<file path="config.mk">
export PLATFORM = sky130hd
export DESIGN_NAME = vtv_queue
export DESIGN_NICKNAME = d
export VERILOG_FILES = /design/src/rtl/vtv_pkg.sv /design/src/rtl/vtv_queue.sv
export SDC_FILE = /design/constraint.sdc
export NUM_CORES = 1
export LEC_CHECK = 0
export BUFFER_PORTS_ARGS = -buffer_cell sky130_fd_sc_hd__clkbuf_2
export CAP_MARGIN = 25
export CORE_MARGIN = 2
export CORE_UTILIZATION = 57
export DETAILED_ROUTE_END_ITERATION = 8
export GPL_ROUTABILITY_DRIVEN = 0
export PLACE_DENSITY_LB_ADDON = 0.05
export SYNTH_ARGS = -nofsm -noshare
export SYNTH_HDL_FRONTEND = slang
export SYNTH_SLANG_ARGS = --single-unit
</file>
<file path="constraint.sdc">
create_clock -name clk -period 7.1 [get_ports clk]
set_input_delay 2.13 -clock clk [delete_from_list [all_inputs] [get_ports clk]]
set_output_delay 2.13 -clock clk [all_outputs]
set_load 0.02 [all_outputs]
</file>
<file path="src/rtl/vtv_pkg.sv">
// Package for the vertex transform and viewport stage.
// Holds the word types, codes, constants and saturation helper; no dependencies.
`timescale 1ns / 1ps

package vtv_pkg;

    // Item codes
    typedef enum logic [1:0]
    {
        OP_LOAD_POS = 2'd0,
        OP_LOAD_NRM = 2'd1,
        OP_XFORM    = 2'd2
    } op_t;

    // Configuration register indexes
    localparam int CFG_IDX_W = 3;
    localparam int CFG_DATA_W = 14;
    localparam logic [CFG_IDX_W-1:0] REG_VIEWPORT_LEFT   = 3'd0;
    localparam logic [CFG_IDX_W-1:0] REG_VIEWPORT_TOP    = 3'd1;
    localparam logic [CFG_IDX_W-1:0] REG_VIEWPORT_WIDTH  = 3'd2;
    localparam logic [CFG_IDX_W-1:0] REG_VIEWPORT_HEIGHT = 3'd3;
    localparam logic [CFG_IDX_W-1:0] REG_NORMAL_ENABLE   = 3'd4;

    // Default depth of the queue between front and back
    localparam int QUEUE_DEPTH_DEF = 4;

    // Quotient bits of the divide by w: 32 bit magnitude shifted up by 16
    localparam int DIV_STEPS = 48;

    // Q16.16 constants
    localparam logic signed [32:0] Q_ONE_33   = 33'sd65536;
    localparam logic signed [65:0] ROUND_HALF = 66'sd32768;
    localparam logic signed [65:0] SAT_MAX    = 66'sd2147483647;
    localparam logic signed [65:0] SAT_MIN    = -66'sd2147483648;

    // Identity matrix, row major
    localparam logic [31:0] IDENTITY [16] = '{
        32'h0001_0000, 32'h0, 32'h0, 32'h0,
        32'h0, 32'h0001_0000, 32'h0, 32'h0,
        32'h0, 32'h0, 32'h0001_0000, 32'h0,
        32'h0, 32'h0, 32'h0, 32'h0001_0000
    };

    typedef struct packed
    {
        op_t                opcode;
        logic [3:0]         element_index;
        logic signed [31:0] coefficient;
        logic signed [31:0] pos_x;
        logic signed [31:0] pos_y;
        logic signed [31:0] pos_z;
        logic signed [31:0] pos_w;
        logic signed [31:0] norm_x;
        logic signed [31:0] norm_y;
        logic signed [31:0] norm_z;
    } in_t;

    typedef struct packed
    {
        logic signed [31:0] screen_x;
        logic signed [31:0] screen_y;
        logic signed [31:0] depth;
        logic signed [31:0] clip_w;
        logic signed [31:0] out_norm_x;
        logic signed [31:0] out_norm_y;
        logic signed [31:0] out_norm_z;
    } out_t;

    typedef struct packed
    {
        logic signed [13:0] viewport_left;
        logic signed [13:0] viewport_top;
        logic [13:0]        viewport_width;
        logic [13:0]        viewport_height;
        logic               normal_enable;
    } cfg_t;

    // Word handed from front to back: clip coordinates and final normal
    typedef struct packed
    {
        logic signed [31:0] clip_x;
        logic signed [31:0] clip_y;
        logic signed [31:0] clip_z;
        logic signed [31:0] clip_w;
        logic signed [31:0] nrm_x;
        logic signed [31:0] nrm_y;
        logic signed [31:0] nrm_z;
    } xform_t;

    // Clamp a wide signed value to the signed 32 bit range
    function automatic logic signed [31:0] sat32(input logic signed [65:0] x);
        logic signed [31:0] r;
        if (x > SAT_MAX)
            r = 32'sh7fff_ffff;
        else if (x < SAT_MIN)
            r = 32'sh8000_0000;
        else
            r = x[31:0];
        return r;
    endfunction

endpackage

</file>
<file path="src/rtl/vtv_queue.sv">
// Short queue of transformed words between front and back.
// Depends on vtv_pkg for the word type.
`timescale 1ns / 1ps

module vtv_queue
    import vtv_pkg::*;
#(
    parameter int DEPTH = QUEUE_DEPTH_DEF
)
(
    input  logic   clk,
    input  logic   rst_n,
    input  logic   push,
    input  xform_t push_word,
    output logic   full,
    input  logic   pop,
    output xform_t head,
    output logic   empty
);

    localparam int PTR_W = (DEPTH > 1) ? $clog2(DEPTH) : 1;
    localparam int CNT_W = $clog2(DEPTH + 1);

    xform_t             mem_reg [DEPTH];
    logic [PTR_W-1:0]   wr_ptr_reg;
    logic [PTR_W-1:0]   rd_ptr_reg;
    logic [CNT_W-1:0]   count_reg;
    logic               do_pop;

    assign full   = (count_reg == CNT_W'(DEPTH));
    assign empty  = (count_reg == '0);
    assign head   = mem_reg[rd_ptr_reg];
    assign do_pop = pop && !empty;

    // Advance pointers and count
    always_ff @(posedge clk or negedge rst_n)
    begin
        if (!rst_n)
        begin
            wr_ptr_reg <= '0;
            rd_ptr_reg <= '0;
            count_reg  <= '0;
        end
        else
        begin
            if (push)
                wr_ptr_reg <= (wr_ptr_reg == PTR_W'(DEPTH - 1)) ? '0 : wr_ptr_reg + 1'b1;
            if (do_pop)
                rd_ptr_reg <= (rd_ptr_reg == PTR_W'(DEPTH - 1)) ? '0 : rd_ptr_reg + 1'b1;
            if (push && !do_pop)
                count_reg <= count_reg + 1'b1;
            else if (!push && do_pop)
                count_reg <= count_reg - 1'b1;
        end
    end

    // Store the word
    always_ff @(posedge clk)
    begin
        if (push)
            mem_reg[wr_ptr_reg] <= push_word;
    end

endmodule

</file>
# == Word level (Yosys, flattened, before mapping) ==
# Memories as Yosys holds them, arrays and structs flattened.
# Cells that the tools add are included.
# W data, S select, Z words.
# word_totals
ff_bits,7
mem_bits_rw,896
inputBits,228
wordCells,25
memories,1
# op_classes
add_sub_neg,4
eq_ne,3
muxes,6
reduce_logical,8
# memory_table
memory,words,word_bits,read_ports,rd_ports_with_merged_regs,wr,line_no,rtl
mem_reg,4,224,1,0,1,vtv_queue.sv:24,xform_t mem_reg [DEPTH];
# op_table
operator,count
$mux W3,2
$add A2 B1 Y2 const B,2
$eq A2 B2 Y1 const B,2
$mux W2,2
$add A3 B1 Y3 const B,1
$eq A3 B3 Y1 const B,1
$logic_and A1 B1 Y1,3
$logic_not A1 Y1,3
$logic_not A3 Y1,1
$sub A3 B1 Y3 const B,1
$mux W1,2
$reduce_bool A2 Y1,1

# == Logic depth before layout (Yosys ltp) ==
# logic_depth
ltp_word,6
mapped_depth,7

# == Worst setup path after synthesis ==
# OpenSTA, ideal clock, no wires.
# synth_path
path_type,input-to-reg
startpoint,input port push
endpoint,memory mem_reg[0][0] (netlist bit) (enable)
setup_time_ps,612
arrival_ps,7203
setup_slack_ps,-714
cell_stages,1
n_path_buf,0
cell_sequence,and2_1
# synth_via
elab_chain_cells,2
# synth_rtl
element,line_no,rtl
start: declaration,vtv_queue.sv:13,"input logic push,"
$mux W1,vtv_queue.sv:60,if (push)
$mux W1 (implied by the code),vtv_queue.sv:61,mem_reg[wr_ptr_reg] <= push_word;
end: declaration,vtv_queue.sv:24,
# No other way between the ends.

==> results.toml <==
[run_status]
outcome = "finished clean"

[sta]
worstMarginPinSlew_ns = 0.861
period_needed_ns = 5.03
grt_setup_unrepaired = "no"
final-hold-violation-count = 0
maxSlewHeadroom_pct = 42.6
drv_slew = 0
finalCritPeriodShare_pct = 70.9
tns_ns = 0
skew_ns = 0.0184
fin_ws_ns = 2.07
max_clock_freq_mhz = 199
setup_violations = 0

[finish]
fillers = 3561
area.sequential_sq_mm = 0.0271
utilization_pct = 68.2
layout_commonest_cell = "edfxtp_1"
layout-drive-gt1-share_pct = 46.0
multi_input_area_sq_mm = 0.00528
fin_nets = 1955
final_area_sq_mm = 0.0386
syn2layout_area_growth_pct = 18.1
layout_common_cells = "896 x edfxtp_1, 453 x clkbuf_2, 224 x mux4_2"
largest_register_ffs = 896

[global_route]
met2_usage_pct = 34.9
overflow = 0
grt_pass1_vias = 15209
grt_busiest_layer = "met2"
grt_pass1_wl_microns = 94800
grt_max_degree = 119
grt_use_met3_pct = 6.92
antenna_found_initial = 21
grt.met1_usage_pct = 29.3
grt_util_all_layers_pct = 21.9

[floorplanning]
fp.dieW_microns = 244
core_area_sq_mm = 0.0566
rows = 87
initial_core_util_pct = 57.8
fp.dieH_microns = 244
die_area_sq_mm = 0.0593
io_pins = 454

[cts]
holdBufCountCts = 0
cts_setup_buffers = 0
postCtsResizedCells = 0
cts.sinks = 903
cts_buffer_depth = 3
cts.htree.levels = 3
cts_made_buffers = 88
clockRootBuffer = "clkbuf_16"
path_clk_slew_ns = 0.06
insertion_delay_ns = 0.62
cts_tree = "yes"

[yosys]
netlist_instances = 1207
synth-edff-count = 896
synth-async-reset-ratio_pct = 0.775
ys_seq_area_share_pct = 82.8
avgSynthCellArea_sq_um = 27.1
ys.flop_type = "edfxtp_1"
synth-seq-cells = 903
ys_warn_count = 0
synth_area_sq_mm = 0.0327
syn_nets = 1442
ys_types = 22

[placement]
portBuffers = 453
hpwl_microns = 38700
placed_area_sq_mm = 0.0359
dp_slack_ns = 2.76

[pwr]
ir_drop_mv = 0.288
power.leakage_nw = 13.2
p_per_area_mw_per_mm2 = 425

[detailed_routing]
drcViolationCount = 0
ant_nets = 0
drt-initial-drc-count = 857
vias = 14580
drt-pass1-iter-count = 5
via_per_inst = 5.71
wl_per_cell_microns = 25.1
postRouteWirelength_microns = 64100

[hold_path]
holdPathEnd = "count_reg[2]"
hold_path.startpoint = "count_reg[2]"
min_path_cells = 1
hold_class = "reg2reg"

[critical_path]
endpoint_kind = "output port"
start_kind = "flop"
ff2ff_path_depth = 4
crit_fanout = 87
cp.required_ns = 4.97
critical_path_class = "reg2out"
reg2reg_slack_ns = 4.71
r2r_end = "mem_reg[0][76]"
cp.arrival_ns = 2.90
r2r_start = "wr_ptr_reg[0]"

[run]
cap_violations = 0
==> final cells by class <==
cell class / instances / area share [%]
multi-input combinational: 251 / 13.7
clock buffer: 115 / 6.18
timing repair buffer: 473 / 6.73
tap: 756 / 2.45
inverter: 3 / 0.0292
clock inverter: 41 / 0.732
sequential: 903 / 70.1
antenna: 10 / 0.0648
==> critical path: stages (launching register included) <==
cell and delay [ns]:
dfrtp_4 0.99, buf_12 0.39, mux4_2 0.46, clkbuf_2 0.19
==> worst max-delay path by stage <==
stage | start | endpoint | cells after the start
5_1_grt | rd_ptr_reg[0] | head[91] | 4
2_1_floorplan | push | mem_reg[3][0] | 1
3_3_place_gp | rd_ptr_reg[0] | head[36] | 3
3_5_place_dp | rd_ptr_reg[0] | head[83] | 4
6_report | rd_ptr_reg[1] | head[119] | 3
4_1_cts | rd_ptr_reg[0] | head[83] | 4
==> per-stage QoR <==
| stage | std cells | hold slack (ns) | power, mW |
|---|---|---|---|
| finish | 2552 | 0.533 | 16.4 |
| CTS | 2542 | 0.529 | 16.7 |
| global route | 2548 | 0.559 | 17.1 |
| detailed placement | 2386 | 0.513 | 12.3 |
| global placement | 2384 | 0.493 | 12.3 |
| floorplan | 1207 | 0.478 | 10.7 |
==> kinds of logic (layout without fill, tap and decap cells) <==
kind of cell / after synthesis / in the layout / synth area share (%)
compound gates: 4 / 4 / 0.0765
xor+xnor: 3 / 3 / 0.0803
fa+ha+maj: 7 / 7 / 0.291
buf+inv: 53 / 632 / 1.11
flops: 903 / 903 / 82.8
mux: 226 / 226 / 15.5
other cells: 0 / 10 / 0
simple gates: 11 / 11 / 0.176
==> cell usage after synthesis (2+ instances only) <==
library cell  number  share of area (%)
nand2_1            2              0.023
edfxtp_1         896                 82
buf_1              4              0.046
and2_1             4              0.076
inv_1              3              0.034
o21ai_0            2              0.031
nor3_1             2              0.031
nor2_1             2              0.023
clkbuf_1           2              0.023
ha_1               6               0.23
xor2_1             2              0.054
mux4_2           224                 15
buf_6             17               0.59
dfrtp_1            7               0.54
buf_2             26               0.40
mux2_2             2              0.069
==> routing by layer <==
| metal | routed length [microns] | vias up |
|---|---|---|
| li1 | - | 6320 |
| met1 | 25200 | 7693 |
| met2 | 32000 | 425 |
| met3 | 5100 | 120 |
| met4 | 1660 | 22 |
| met5 | 145 | - |
==> power breakdown <==
| part | internal [mW] | switching (mW) |
|---|---|---|
| clock | 2.47 | 1.84 |
| sequential | 6.83 | 0.266 |
| combinational | 1.98 | 3.04 |
| total | 11.3 | 5.14 |
Note: power is estimated with default switching activity, not from simulation.
